**config.mk**
```make
export PLATFORM = sky130hd
export DESIGN_NAME = tli_ram
export DESIGN_NICKNAME = d
export VERILOG_FILES = /design/src/hw/rtl/tli_ram.sv
export SDC_FILE = /design/constraint.sdc
export NUM_CORES = 2
export LEC_CHECK = 0
export ABC_AREA = 1
export BUFFER_PORTS_ARGS = -buffer_cell sky130_fd_sc_hd__buf_4
export CAP_MARGIN = 15
export CELL_PAD_IN_SITES_DETAIL_PLACEMENT = 2
export CELL_PAD_IN_SITES_GLOBAL_PLACEMENT = 2
export CORE_ASPECT_RATIO = 1.5
export CORE_MARGIN = 1
export CORE_UTILIZATION = 31
export CTS_BUF_LIST = sky130_fd_sc_hd__clkbuf_2
export DETAILED_ROUTE_END_ITERATION = 10
export PLACE_DENSITY_LB_ADDON = 0.12
export REMOVE_ABC_BUFFERS = 1
export SLEW_MARGIN = 15
export SYNTH_ARGS = -nofsm -noshare
export SYNTH_HDL_FRONTEND = slang
export SYNTH_SLANG_ARGS = --single-unit
```
**constraint.sdc**
```tcl
create_clock -name aclk -period 18.7 [get_ports aclk]
set_input_delay 0.935 -clock aclk [delete_from_list [all_inputs] [get_ports aclk]]
set_output_delay 0.935 -clock aclk [all_outputs]
set_load 0.01 [all_outputs]
```
**src/hw/rtl/tli_ram.sv**
```systemverilog
// tli_ram: generic single write port, single read port ram with registered read
// no package dependencies
`timescale 1ns / 1ps

module tli_ram #(
    parameter int WIDTH = 64,
    parameter int DEPTH = 64
) (
    input  logic                     aclk,
    input  logic                     wr_en,
    input  logic [$clog2(DEPTH)-1:0] wr_addr,
    input  logic [WIDTH-1:0]         wr_data,
    input  logic                     rd_en,
    input  logic [$clog2(DEPTH)-1:0] rd_addr,
    output logic [WIDTH-1:0]         rd_data
);

    logic [WIDTH-1:0] mem_reg [DEPTH];
    logic [WIDTH-1:0] rd_data_reg;

    always_ff @(posedge aclk) begin
        if (wr_en) begin
            mem_reg[wr_addr] <= wr_data;
        end
        if (rd_en) begin
            rd_data_reg <= mem_reg[rd_addr];
        end
    end

    assign rd_data = rd_data_reg;

endmodule

```
==> results_dict.tcl <==
set metrics [dict create \
    status "finished, final reports clean" \
    rsz0062_at_grt "false" \
    die_w_um 599 \
    die_area_um2 538000 \
    critPathArrivalTime_ps 9790 \
    core_region_area_um2 532000 \
    routed_wl_um 694000 \
    vias 118486 \
    final_util 0.353 \
    max-clock-path-buffers 5 \
    worst_path_max_delay_cell "buf_4" \
    fillCellCount 55854 \
    critical_path.endpoint "rd_data[21]" \
    areaGrowthSynthToFinish_pct 13.1 \
    initial_core_util 0.312 \
    worst_slack_ps 11260 \
    cts_resized 0 \
    synth-seq-cells 4160 \
    port-buffer-count 142 \
    crit_family "buffers and inverters" \
    reg2reg_from "mem_reg[59][21]" \
    tns_ps 0 \
    slowest_delay_ps 920 \
    largest_register_ffs 4096 \
    final-setup-viol-count 0 \
    max-vdd-ir-drop_mv 0.0638 \
    drtIter0Drc 8537 \
    slew_viol_final 0 \
    route.detailed.drc 0 \
    finalCriticalPeriod_ps 7440 \
    cts_hold_buffers 327 \
    grt.total_usage 0.257 \
    design_area_um2 188000 \
    io_pins 143 \
    grt.overflow.total 0 \
    final_cell_mix "4416 x nand2_1, 4160 x edfxtp_1, 3847 x nand3_1" \
    finalNetCount 14474 \
    routedWlPerCell_um 31.3 \
    skew_ps 135 \
    cts_tree "done" \
    cellPowerDensity_nw_per_um2 95.5 \
    startpoint_type "input port" \
    netlist_area_um2 166000 \
    fmax_ghz 0.134 \
    grt_max_degree 243 \
    yosysWarnings 0 \
    r2r_slack_ps 13650 \
    ant_nets 0 \
    numCtsBuffers 1139 \
    yosys.cell_types.count 15 \
    synth_area_per_cell_um2 12.4 \
    cp_num_buf_inv 14 \
    final_common_cell "nand2_1" \
    cts_setup_buffers 0 \
    antenna_found_initial 36 \
    cp.depth 22 \
    first_global_vias 129679 \
    end_kind "flop" \
    drive_above_1_share 0.147 \
    die_height_um 898 \
    cap_viol_max_count 0 \
    syn_inst 13405 \
    critical_path_class "input port to flop" \
    path_cells "dlygate4sd3_1 -> dlygate4sd3_1 -> buf_16 -> inv_16 -> buf_12 -> buf_4 -> buf_4 -> nand2_1 -> nand3_1 -> dlygate4sd3_1 -> nand3_1 -> dlygate4sd3_1 -> nand3_1 -> dlygate4sd3_1 -> nand3_1 -> dlygate4sd3_1 -> nand2_1 -> dlygate4sd3_1 -> nand2_1 -> dlygate4sd3_1 -> nand2_1 -> dlygate4sd3_1" \
    clock-root-buffer "clkbuf_2" \
    final_cell_count_no_fill 22151 \
    gp_congestion 0.751 \
    slew_headroom 0.160 \
    hold_path_class "input port to flop" \
    first_pass_iters 5 \
    finalCritPeriodShare 0.398 \
    hold_violations 0 \
    p_leak_nw 66.9 \
    required_ps 21050 \
    h-tree-depth 7 \
    dpl.hpwl_um 331000 \
    clk_latency_ps 2540 \
    fp-row-count 328 \
    path_clk_slew_ps 100 \
    reg2reg_depth 15 \
    ys_seq_area_frac 0.753 \
    cts_sinks 4160 \
    crit_top_cell "dlygate4sd3_1" \
    routed_via_density 5.35 \
    dpl_cell_area_um2 174000 \
    grt_pass1_wl_um 972000 \
    tightest_slew_ps 1260 \
    startpoint "rd_addr[0]" \
    critPathMaxFanout 156 \
    dp.cells 20021 \
    dp_slack_ps 12070 \
    worstReg2RegEnd "rd_data[21]" \
]
## synth_stat cells
cell type / number / share of area
edfxtp_1: 4160 / 0.75
buf_2: 501 / 0.015
nand2_1: 4416 / 0.10
inv_1: 8 / 0.00018
buf_8: 3 / 0.00027
nand4_1: 9 / 0.00034
nor4_1: 8 / 0.00030
inv_2: 2 / 0.000045
clkbuf_1: 147 / 0.0033
nor2_1: 56 / 0.0013
inv_4: 2 / 0.000075
buf_6: 40 / 0.0027
nand3_1: 3847 / 0.12
buf_4: 134 / 0.0061
buf_1: 72 / 0.0016
## worst reg2reg max path, cell delays in order, from the launching register on
cell and delay (ps):
edfxtp_1 370, nand2_1 80, nand3_1 80, dlygate4sd3_1 610
nand3_1 80, dlygate4sd3_1 560, nand3_1 70, dlygate4sd3_1 590
nand3_1 70, dlygate4sd3_1 540, nand2_1 50, dlygate4sd3_1 550
nand2_1 50, dlygate4sd3_1 560, nand2_1 50, dlygate4sd3_1 550
## per-layer routing
layer  wire, um  track usage  vias up
met2     359000        0.458     3162
met4      20200       0.0881        6
li1           -            -    50364
met5         41            0        -
met1     285000        0.314    63829
met3      28600       0.0392     1125
## per-stage QoR
step,hold slack (ps),total power [mW]
2_1_floorplan,796,11.2
6_report,458,17.9
5_1_grt,176,18.7
3_5_place_dp,876,11.8
4_1_cts,95.6,18.2
3_3_place_gp,873,11.7
## area by class of cell
type	count	area [um2]	share of cell area
flip-flops and latches	4160	125000	0.666
inverters	12	105	0.000560
repair buffers	746	8170	0.0435
clock buffers	1604	8030	0.0428
multi-input cells	8336	36600	0.195
diodes	30	75.1	0.000400
clock inverters	168	855	0.00455
well taps	7095	8880	0.0473
## where the power goes
group	total, mW	internal (mW)	switching (mW)
Combinational	1.29	0.347	0.945
Clock	6.27	2.36	3.92
Sequential	10.3	10.3	0.0259
## worst min path at each step
stage                                 end  depth (start not counted)  slack [ps]             from
after floorplan               rd_data[14]                          8         800  mem_reg[52][14]
after global placement        rd_data[35]                          8         870  mem_reg[40][35]
after detailed placement      rd_data[15]                          8         880  mem_reg[52][15]
after CTS                 mem_reg[51][47]                          5         100      wr_data[47]
after global routing      mem_reg[31][33]                          5         180       wr_addr[3]
final                     mem_reg[31][45]                          5         460       wr_addr[3]
## cells by family after synthesis
kind of cell	count (synthesis)	share of synthesized area
simple gates	8336	0.218
flops	4160	0.753
buf+inv	909	0.0294
Note: power is estimated with default switching activity, not from simulation.
