`src/hw/rtl/tli_pkg.sv`:
```
// tli_pkg: shared constants and types for the table linear interpolator
// depends on nothing; used by tli_div and table_linear_interpolator_core
`timescale 1ns / 1ps

package tli_pkg;

    localparam int TABLE_DEPTH = 64;
    localparam int ADDR_W      = $clog2(TABLE_DEPTH);
    localparam int CNT_W       = $clog2(TABLE_DEPTH + 1);

    localparam int DATA_W      = 32;
    localparam int SIZE_W      = 7;
    localparam int INDEX_W     = 6;
    localparam int KIND_W      = 3;

    localparam int DIV_STEPS   = DATA_W;
    localparam int DIV_CNT_W   = $clog2(DIV_STEPS);

    localparam logic [KIND_W-1:0] KIND_EXACT  = 3'd0;
    localparam logic [KIND_W-1:0] KIND_INTERP = 3'd1;
    localparam logic [KIND_W-1:0] KIND_CLAMP  = 3'd2;
    localparam logic [KIND_W-1:0] KIND_EMPTY  = 3'd3;
    localparam logic [KIND_W-1:0] KIND_WRITE  = 3'd4;

    localparam logic CMD_WRITE = 1'b0;
    localparam logic CMD_QUERY = 1'b1;

    typedef enum logic [5:0] {
        S_IDLE = 6'b000001,
        S_SCAN = 6'b000010,
        S_EVAL = 6'b000100,
        S_MUL  = 6'b001000,
        S_DIV  = 6'b010000,
        S_DONE = 6'b100000
    } state_t;

    typedef struct packed {
        logic                  start;
        logic [2*DATA_W-1:0]   dividend;
        logic [DATA_W-1:0]     divisor;
    } div_req_t;

    typedef struct packed {
        logic                  done;
        logic [DATA_W-1:0]     quotient;
    } div_rsp_t;

endpackage

```
`src/hw/rtl/tli_div.sv`:
```
// tli_div: restoring divider, one quotient bit per cycle
// depends on tli_pkg; quotient must fit DATA_W bits (high half below divisor)
`timescale 1ns / 1ps

module tli_div (
    input  logic              aclk,
    input  logic              aresetn,
    input  tli_pkg::div_req_t req,
    output tli_pkg::div_rsp_t rsp
);

    import tli_pkg::*;

    logic                 busy_reg, busy_next;
    logic                 done_reg, done_next;
    logic [DIV_CNT_W-1:0] cnt_reg, cnt_next;
    logic [DATA_W-1:0]    rem_reg, rem_next;
    logic [DATA_W-1:0]    low_reg, low_next;
    logic [DATA_W-1:0]    quo_reg, quo_next;
    logic [DATA_W-1:0]    divisor_reg, divisor_next;

    logic [DATA_W:0]      shifted;
    logic [DATA_W:0]      diff;

    always_comb begin
        busy_next    = busy_reg;
        done_next    = 1'b0;
        cnt_next     = cnt_reg;
        rem_next     = rem_reg;
        low_next     = low_reg;
        quo_next     = quo_reg;
        divisor_next = divisor_reg;
        shifted      = {rem_reg, low_reg[DATA_W-1]};
        diff         = shifted - {1'b0, divisor_reg};
        if (req.start) begin
            busy_next    = 1'b1;
            cnt_next     = '0;
            rem_next     = req.dividend[2*DATA_W-1:DATA_W];
            low_next     = req.dividend[DATA_W-1:0];
            divisor_next = req.divisor;
        end else if (busy_reg) begin
            low_next = {low_reg[DATA_W-2:0], 1'b0};
            if (!diff[DATA_W]) begin
                rem_next = diff[DATA_W-1:0];
                quo_next = {quo_reg[DATA_W-2:0], 1'b1};
            end else begin
                rem_next = shifted[DATA_W-1:0];
                quo_next = {quo_reg[DATA_W-2:0], 1'b0};
            end
            cnt_next = cnt_reg + 1'b1;
            if (cnt_reg == DIV_CNT_W'(DIV_STEPS - 1)) begin
                busy_next = 1'b0;
                done_next = 1'b1;
            end
        end
    end

    always_ff @(posedge aclk) begin
        if (!aresetn) begin
            busy_reg <= 1'b0;
            done_reg <= 1'b0;
            cnt_reg  <= '0;
        end else begin
            busy_reg <= busy_next;
            done_reg <= done_next;
            cnt_reg  <= cnt_next;
        end
        rem_reg     <= rem_next;
        low_reg     <= low_next;
        quo_reg     <= quo_next;
        divisor_reg <= divisor_next;
    end

    assign rsp.done     = done_reg;
    assign rsp.quotient = quo_reg;

endmodule

```
`config.mk`:
```
export PLATFORM = sky130hd
export DESIGN_NAME = tli_div
export DESIGN_NICKNAME = d
export VERILOG_FILES = /design/src/hw/rtl/tli_pkg.sv /design/src/hw/rtl/tli_div.sv
export SDC_FILE = /design/constraint.sdc
export NUM_CORES = 1
export LEC_CHECK = 0
export BUFFER_PORTS_ARGS = -buffer_cell sky130_fd_sc_hd__clkbuf_2
export CORE_ASPECT_RATIO = 0.6
export CORE_MARGIN = 1.5
export CORE_UTILIZATION = 35
export DETAILED_ROUTE_END_ITERATION = 7
export PLACE_DENSITY_LB_ADDON = 0.25
export SLEW_MARGIN = 20
export SYNTH_ARGS = -nofsm -noshare
export SYNTH_HDL_FRONTEND = slang
export SYNTH_SLANG_ARGS = --single-unit
```
`constraint.sdc`:
```
create_clock -name aclk -period 7.39 [get_ports aclk]
set_input_delay 0.3695 -clock aclk [delete_from_list [all_inputs] [get_ports aclk]]
set_output_delay 0.3695 -clock aclk [all_outputs]
set_load 0.03 [all_outputs]
```
==> flow_summary.toml, run 1 <==
[drt]
first_pass_iters = 7
antenna_left = 0
overall_routed_net_length_um = 14900
num_vias = 4758
drt_iter0_drc = 318
route.detailed.vias_per_inst = 4.81
wl_per_cell_um = 15.1
number_of_drc_violations_after_detailed_routing = 0

[sta]
timing.final.setup_violations = 0
grt_setup_unrepaired = "false"
final_period_minus_worst_setup_slack_ns = 3.36
clock.fmax_mhz = 298
finalCritPeriodShare_pct = 45.5
worst_margin_slew_ns = 0.765
totalNegativeSetupSlack_ns = 0
final-hold-violation-count = 0
timing.max_slew.rel_slack_pct = 49.0
maxSlewViolCount = 0
clock-skew-final_ns = 0.00845

[clocking]
clock_tree.htree_level_count = 4
clkSinkCount = 135
cts_resized = 0
clkSlewWorstSetupHoldPaths_ns = 0.06
cts_buffers = 17
postCtsHoldBufs = 0
postcts_setup_bufs = 0
clock_insertion_delay_worst_skew_ns = 0.42
clock_path_buffers = 2
tritoncts = "yes"
root_buffer = "sky130_fd_sc_hd__clkbuf_16"

[synth]
synthesized_nets = 705
compound_gate_portion_of_the_synthesized_area_pct = 10.5
combinational_family_with_the_most_area_after_synthesis = "compound AO/OA/AOI/OAI gates"
yosys.area.top_type_share_pct = 54.2
synth_cells = 571
yosys.area_share.simple_pct = 9.07
synthXorXnorAreaFrac_pct = 3.70
yosys.area_share.adder_pct = 6.28
yosys_register_bits = 135
most_numerous_cell_types_in_the_synthesized_netlist = "128 x sky130_fd_sc_hd__edfxtp_1, 51 x sky130_fd_sc_hd__nand2_1, 45 x sky130_fd_sc_hd__mux2_2"
synth_enable_flop_cells = 128
yosys_most_used_dff = "sky130_fd_sc_hd__edfxtp_1"
synth-warning-count = 0
share_of_synthesized_registers_carrying_an_async_set_or_reset_pct = 0
yosys.cell_count.top_type = "sky130_fd_sc_hd__edfxtp_1"
synth_area_leaders = "sky130_fd_sc_hd__edfxtp_1 54%, sky130_fd_sc_hd__mux2_2 7.1%, sky130_fd_sc_hd__ha_1 6.0%, sky130_fd_sc_hd__mux2i_1 2.8%, sky130_fd_sc_hd__nand2_1 2.7%"
yosysSeqAreaShare_pct = 56.2
synth.distinct_cells = 61
post-synth-top-area-cell = "sky130_fd_sc_hd__edfxtp_1"
total_standard_cell_area_after_synthesis_um2 = 7090
syn-mean-instance-area_um2 = 12.4
muxShareOfSynthArea_pct = 10.3

[global_route]
groute.layer.met3.usage_pct = 5.30
grtUsageMet2_pct = 20.9
grt-ovfl-total = 0
initial_antenna_violation_count = 0
grt_util_all_layers_pct = 14.6
maximum_number_of_pins_on_one_net_before_global_route_repair = 70
gr-max-usage-layer = "met2"
grt_first_pass_wirelength_um = 24000
via_count_of_the_first_global_routing_pass = 4662
globalRouteMet1Util_pct = 20.9

[placed_design]
dp.final_hpwl_um = 10800
i_o_buffers = 131
placed_area_um2 = 7990
finalWeightedCongestion = 0.843

[final_layout]
nFillCells = 1910
antenna_cells_inserted = 0
signed_area_change_from_the_synthesized_netlist_to_the_final_layout_pct = 21.4
finish.instance_area_um2 = 8610
nets = 838
post_route_cells_drive_above_1_share_pct = 31.7

[pwr]
power.density_cell_area_nw_per_um2 = 378
cellInternalPower_mw = 2.16
clkPwrFrac_pct = 27.6
power_frac_seq_pct = 32.6
leakagePower_nw = 3.55
power.ir.vdd_worst_mv = 0.198
power.switching_fraction_pct = 33.7
switchingPower_mw = 1.10
power.share.combinational_pct = 39.8

[floorplan]
chipHeight_um = 113
standard_cell_rows = 40
die_w_um = 187
io-pin-count = 132
initial_core_util_pct = 35.6
fp.dieArea_um2 = 21200
fp.coreArea_um2 = 19900

[critical_path]
critPathCaptureType = "flop"
cp_max_fo = 20
worstSetupPathType = "flop to flop"
endpoint_required_time_on_the_critical_path_ns = 7.56
cp-start-kind = "flop"
critPathArrivalTime_ns = 3.53

[run]
cap_viol_max_count = 0

[outcome]
run_status = "finished clean"

[min_path]
min-delay-path-class = "primary input to flop"
final timing paths:
kind,start,to,slack [ns],cells past startpoint
worst min register to register,quo_reg[30]$_DFFE_PP_,quo_reg[31]$_DFFE_PP_,0.44,0
worst max-delay path,rem_reg[2]$_DFFE_PP_,rem_reg[4]$_DFFE_PP_,4.03,10
worst max register to register,rem_reg[2]$_DFFE_PP_,rem_reg[4]$_DFFE_PP_,4.03,10
worst min-delay path,req[13],divisor_reg[13]$_DFFE_PP_,0.12,1
power by group through the flow:
stage | clock [mW] | sequential, mW | combinational, mW
after floorplan | 0 | 1.07 | 1.06
after global placement | 0 | 1.07 | 1.27
after detailed placement | 0 | 1.08 | 1.29
after CTS | 0.923 | 1.07 | 1.30
after global routing | 0.957 | 1.08 | 1.43
final | 0.898 | 1.06 | 1.29
layout make-up:
class                   count  area [µm²]  area share (%)
multi-input cells         379        2840            32.9
clock buffers              20         447            5.19
flip-flops and latches    135        3980            46.2
clock inverters            12         178            2.06
repair buffers            136         696            8.08
inverters                  35         131            1.53
well taps                 273         342            3.97
critical path, stage by stage, from the launching register on:
cell                       delay, ns
sky130_fd_sc_hd__edfxtp_1       0.38
sky130_fd_sc_hd__ha_1           0.38
sky130_fd_sc_hd__o211ai_1       0.26
sky130_fd_sc_hd__a21oi_2        0.09
sky130_fd_sc_hd__o41ai_4        0.47
sky130_fd_sc_hd__o21ai_1        0.13
sky130_fd_sc_hd__nor3_1         0.27
sky130_fd_sc_hd__xnor2_2        0.16
sky130_fd_sc_hd__buf_4          0.34
sky130_fd_sc_hd__mux2_2         0.37
sky130_fd_sc_hd__mux2_2         0.25
through the flow:
stage          hold slack (ns)  power [mW]  cells  setup slack [ns]  util (%)
5_1_grt                 0.0954        3.47    990              3.82      43.2
4_1_cts                 0.0986        3.28    990              4.02      43.2
6_report                 0.122        3.25    990              4.03      43.2
3_5_place_dp             0.435        2.37    958              4.07      40.1
2_1_floorplan            0.467        2.13    571              4.50         -
3_3_place_gp             0.428        2.34    958              4.15      40.1
cells in the final DEF (no fill, tap or decap), types with 2 or more instances in the layout:
| cell | Yosys | final |
|---|---|---|
| sky130_fd_sc_hd__clkbuf_16 | 0 | 17 |
| sky130_fd_sc_hd__nor3_1 | 4 | 4 |
| sky130_fd_sc_hd__clkinv_2 | 0 | 2 |
| sky130_fd_sc_hd__o21ai_1 | 6 | 6 |
| sky130_fd_sc_hd__mux2i_1 | 20 | 20 |
| sky130_fd_sc_hd__bufinv_16 | 0 | 4 |
| sky130_fd_sc_hd__nand3_1 | 10 | 10 |
| sky130_fd_sc_hd__clkinv_4 | 0 | 2 |
| sky130_fd_sc_hd__o21a_1 | 6 | 6 |
| sky130_fd_sc_hd__inv_1 | 35 | 35 |
| sky130_fd_sc_hd__nand2b_1 | 4 | 4 |
| sky130_fd_sc_hd__a221o_1 | 2 | 2 |
| sky130_fd_sc_hd__clkbuf_1 | 10 | 2 |
| sky130_fd_sc_hd__o211ai_1 | 2 | 2 |
| sky130_fd_sc_hd__clkinvlp_4 | 0 | 4 |
| sky130_fd_sc_hd__clkbuf_2 | 0 | 130 |
| sky130_fd_sc_hd__and3_1 | 3 | 3 |
| sky130_fd_sc_hd__and2b_2 | 2 | 2 |
| sky130_fd_sc_hd__edfxtp_1 | 128 | 128 |
| sky130_fd_sc_hd__nor2_1 | 24 | 24 |
| sky130_fd_sc_hd__xor2_1 | 10 | 10 |
| sky130_fd_sc_hd__a31oi_1 | 8 | 8 |
| sky130_fd_sc_hd__and2_1 | 2 | 2 |
| sky130_fd_sc_hd__a211oi_1 | 5 | 5 |
| sky130_fd_sc_hd__a21o_1 | 6 | 6 |
| sky130_fd_sc_hd__a21oi_1 | 31 | 31 |
| sky130_fd_sc_hd__ha_1 | 34 | 34 |
| sky130_fd_sc_hd__o21bai_1 | 2 | 2 |
| sky130_fd_sc_hd__a21oi_2 | 2 | 2 |
| sky130_fd_sc_hd__nor2b_1 | 8 | 7 |
| sky130_fd_sc_hd__o31ai_1 | 3 | 3 |
| sky130_fd_sc_hd__mux2_1 | 2 | 2 |
| sky130_fd_sc_hd__dfxtp_1 | 7 | 7 |
| sky130_fd_sc_hd__nand2_1 | 51 | 51 |
| sky130_fd_sc_hd__xnor2_1 | 20 | 19 |
| sky130_fd_sc_hd__buf_4 | 3 | 6 |
| sky130_fd_sc_hd__o21ai_0 | 32 | 32 |
| sky130_fd_sc_hd__nand4_1 | 8 | 8 |
| sky130_fd_sc_hd__mux2_2 | 45 | 45 |
| sky130_fd_sc_hd__nor3b_1 | 4 | 4 |
cell families (layout without fill, tap and decap cells):
kind of cell | count (synthesis) | count (layout)
buf+inv | 57 | 203
simple gates | 131 | 131
fa+ha+maj | 35 | 35
xor+xnor | 30 | 30
flops | 135 | 135
mux | 67 | 67
compound gates | 116 | 116
routing by layer:
layer / up-vias / wire length [µm]
li1: 2380 / -
met1: 2246 / 7700
met2: 122 / 6180
met3: 10 / 924
met4: 0 / 119
met5: - / 0
No activity file was read; power rests on OpenSTA's default activity.
==> run 2, diff against run 1 <==
==> constraint.sdc (replaced) <==
create_clock -name aclk -period 2.7 [get_ports aclk]
set_input_delay 0.135 -clock aclk [delete_from_list [all_inputs] [get_ports aclk]]
set_output_delay 0.135 -clock aclk [all_outputs]
set_load 0.03 [all_outputs]
==> run 2 against run 1 <==
The run now ends with setup timing left. Clock power rose to 2.8 times the previous value. First-iteration DRC count shrank 5.3%. Via count is 14% higher. Clock-buffer cell count shrank 3. Cell area rose by 20%. Combinational power rose to 4.4 times the previous value. Hold slack worse by 0.10 ns. Critical path type unchanged. Worst setup slack worse by 4.4 ns.
==> flow_summary.toml, run 2 (same netlist as run 1, synthesis figures left out) <==
[outcome]
run_status = "complete, but fails checks"
violated_checks = "setup timing"

[critical_path]
slowest_stage = "sky130_fd_sc_hd__edfxtp_1"
worstSetupPathType = "flop to flop"
cp-start-kind = "flop"
crit_path_frequent_cell = "sky130_fd_sc_hd__mux2_2"
worst_reg2reg_path_length_in_cells = 12
cp_max_fo = 4
cp.buffers_inverters = 1
critPathCaptureType = "flop"
reg_to_reg_endpoint = "rem_reg[28]$_DFFE_PP_"
critical_path.reg2reg.startpoint = "divisor_reg[0]$_DFFE_PP_"
critPathTopFamily = "compound AO/OA/AOI/OAI gates"
crit_chain = "ha_2 > fa_2 > nand2b_4 > a21oi_4 > o41ai_4 > buf_4 > o211a_4 > a211oi_4 > nor2_1 > xnor2_1 > mux2_2 > mux2_2"
r2r_slack_ns = -0.36
endpoint_required_time_on_the_critical_path_ns = 2.87
max_stage_delay_ns = 0.37
critPathArrivalTime_ns = 3.23

[sta]
worst_margin_slew_ns = 0.545
timing.max_slew.rel_slack_pct = 63.7
clock.fmax_mhz = 327
timing.final.setup_violations = 32
final_period_minus_worst_setup_slack_ns = 3.06
maxSlewViolCount = 0
final-hold-violation-count = 0
grt_setup_unrepaired = "true"
finalCritPeriodShare_pct = 113
clock-skew-final_ns = 0.0131
worst_slack_ns = -0.359

[clocking]
root_buffer = "sky130_fd_sc_hd__clkbuf_16"
clock_tree.htree_level_count = 4
clock_path_buffers = 2
cts_buffers = 17
clkSlewWorstSetupHoldPaths_ns = 0.06
tritoncts = "yes"
clock_insertion_delay_worst_skew_ns = 0.42
clkSinkCount = 135

[global_route]
groute.layer.met3.usage_pct = 5.02
globalRouteMet1Util_pct = 23.5
via_count_of_the_first_global_routing_pass = 5370
grt_util_all_layers_pct = 16.1
initial_antenna_violation_count = 1
maximum_number_of_pins_on_one_net_before_global_route_repair = 77
grt-ovfl-total = 0
grtUsageMet2_pct = 23.0
grt_first_pass_wirelength_um = 26800
gr-max-usage-layer = "met1"

[drt]
route.detailed.vias_per_inst = 4.72
antenna_left = 0
num_vias = 5434
first_pass_iters = 6
number_of_drc_violations_after_detailed_routing = 0
wl_per_cell_um = 14.6
drt_iter0_drc = 301
overall_routed_net_length_um = 16800

[min_path]
hold_depth = 3
min-delay-path-class = "primary input to flop"
hold_path_end = "rem_reg[2]$_DFFE_PP_"
hold_start = "req[66]"

[floorplan]
fp.dieArea_um2 = 21200
standard_cell_rows = 40
io-pin-count = 132
chipHeight_um = 113
die_w_um = 187
fp.coreArea_um2 = 19900
initial_core_util_pct = 35.6

[final_layout]
signed_area_change_from_the_synthesized_netlist_to_the_final_layout_pct = 46.0
commonest_cells_after_routing_fill_and_taps_aside = "130 x sky130_fd_sc_hd__clkbuf_2, 128 x sky130_fd_sc_hd__edfxtp_1, 95 x sky130_fd_sc_hd__buf_4"
stdcell_count = 1152
post_route_cells_drive_above_1_share_pct = 41.2
nets = 999
layout.cells.most_common = "sky130_fd_sc_hd__clkbuf_2"

[pwr]
power.ir.vdd_worst_mv = 0.559
total_power_mw = 11.1
leakagePower_nw = 4.41
power.density_cell_area_nw_per_um2 = 1070

[run]
cap_viol_max_count = 0

[placed_design]
i_o_buffers = 131
finalWeightedCongestion = 0.867
dp.final_hpwl_um = 11600
placed_cells_incl_taps = 1046
preCtsSetupSlack_ns = -0.378
-- run 2: changes by cell type in the layout (fill, tap and decap cells not counted), sizes merged --
cell / previous run / this run
diode: 0 / 1
clkinvlp: 4 / 2
dlygate4sd3: 0 / 57
inv: 35 / 36
bufinv: 4 / 5
clkinv: 4 / 7
buf: 6 / 109
clkbuf: 150 / 148
-- run 2: per-stage QoR --
step                      utilization [%]  TNS (ns)  area [µm²]  hold slack (ns)
final                                52.0     -5.86       10400           0.0193
after global placement               44.1     -5.41        8790            0.314
after CTS                            51.4     -4.91       10200         0.000265
after global routing                 52.0     -9.84       10400          0.00667
after detailed placement             44.1     -6.83        8790            0.314
after floorplan                         -    -0.376        7200            0.234
-- run 2: how the worst max path moves through the flow --
stage,from,to,cells after the start
floorplan,divisor_reg[0]$_DFFE_PP_,rem_reg[24]$_DFFE_PP_,11
global placement,divisor_reg[0]$_DFFE_PP_,rem_reg[28]$_DFFE_PP_,12
detailed placement,divisor_reg[0]$_DFFE_PP_,rem_reg[28]$_DFFE_PP_,12
CTS,divisor_reg[0]$_DFFE_PP_,rem_reg[28]$_DFFE_PP_,12
global route,low_reg[31]$_DFFE_PP_,rem_reg[30]$_DFFE_PP_,14
finish,divisor_reg[0]$_DFFE_PP_,rem_reg[28]$_DFFE_PP_,12
-- run 2: worst reg2reg max path, stage by stage, from the launching register on --
cell and delay (ns):
sky130_fd_sc_hd__edfxtp_1 0.37, sky130_fd_sc_hd__ha_2 0.19, sky130_fd_sc_hd__fa_2 0.34, sky130_fd_sc_hd__nand2b_4 0.16, sky130_fd_sc_hd__a21oi_4 0.17, sky130_fd_sc_hd__o41ai_4 0.10, sky130_fd_sc_hd__buf_4 0.17, sky130_fd_sc_hd__o211a_4 0.27
sky130_fd_sc_hd__a211oi_4 0.29, sky130_fd_sc_hd__nor2_1 0.10, sky130_fd_sc_hd__xnor2_1 0.13, sky130_fd_sc_hd__mux2_2 0.27, sky130_fd_sc_hd__mux2_2 0.26
-- run 2: power by group --
group	switching (mW)	total (mW)	internal, mW
combinational	2.50	5.65	3.15
clock	0.893	2.52	1.63
sequential	0.196	2.94	2.75
-- run 2: area by class of cell --
type	count	area, µm²
antenna	1	2.50
fill	1771	9560
tap	273	342
sequential	135	3980
timing repair buffer	297	2150
clock inverter	15	208
clock buffer	17	425
inverter	35	131
multi-input combinational	379	3110
-- run 2: per-layer routing --
layer  wire length (µm)  up-vias
met5                  0        -
met2               6970      142
met3               1030       10
met1               8650     2576
li1                   -     2706
met4                116        0
-- run 2: timing repair --
item | CTS | global route
cloned | 1 | 1
pin swaps | 18 | 10
hold buffers | 57 | 0
resized for setup | 35 | 29
buffers inserted | 8 | 9
setup endpoints to repair | 32 | 32
hold endpoints to repair | 58 | 0
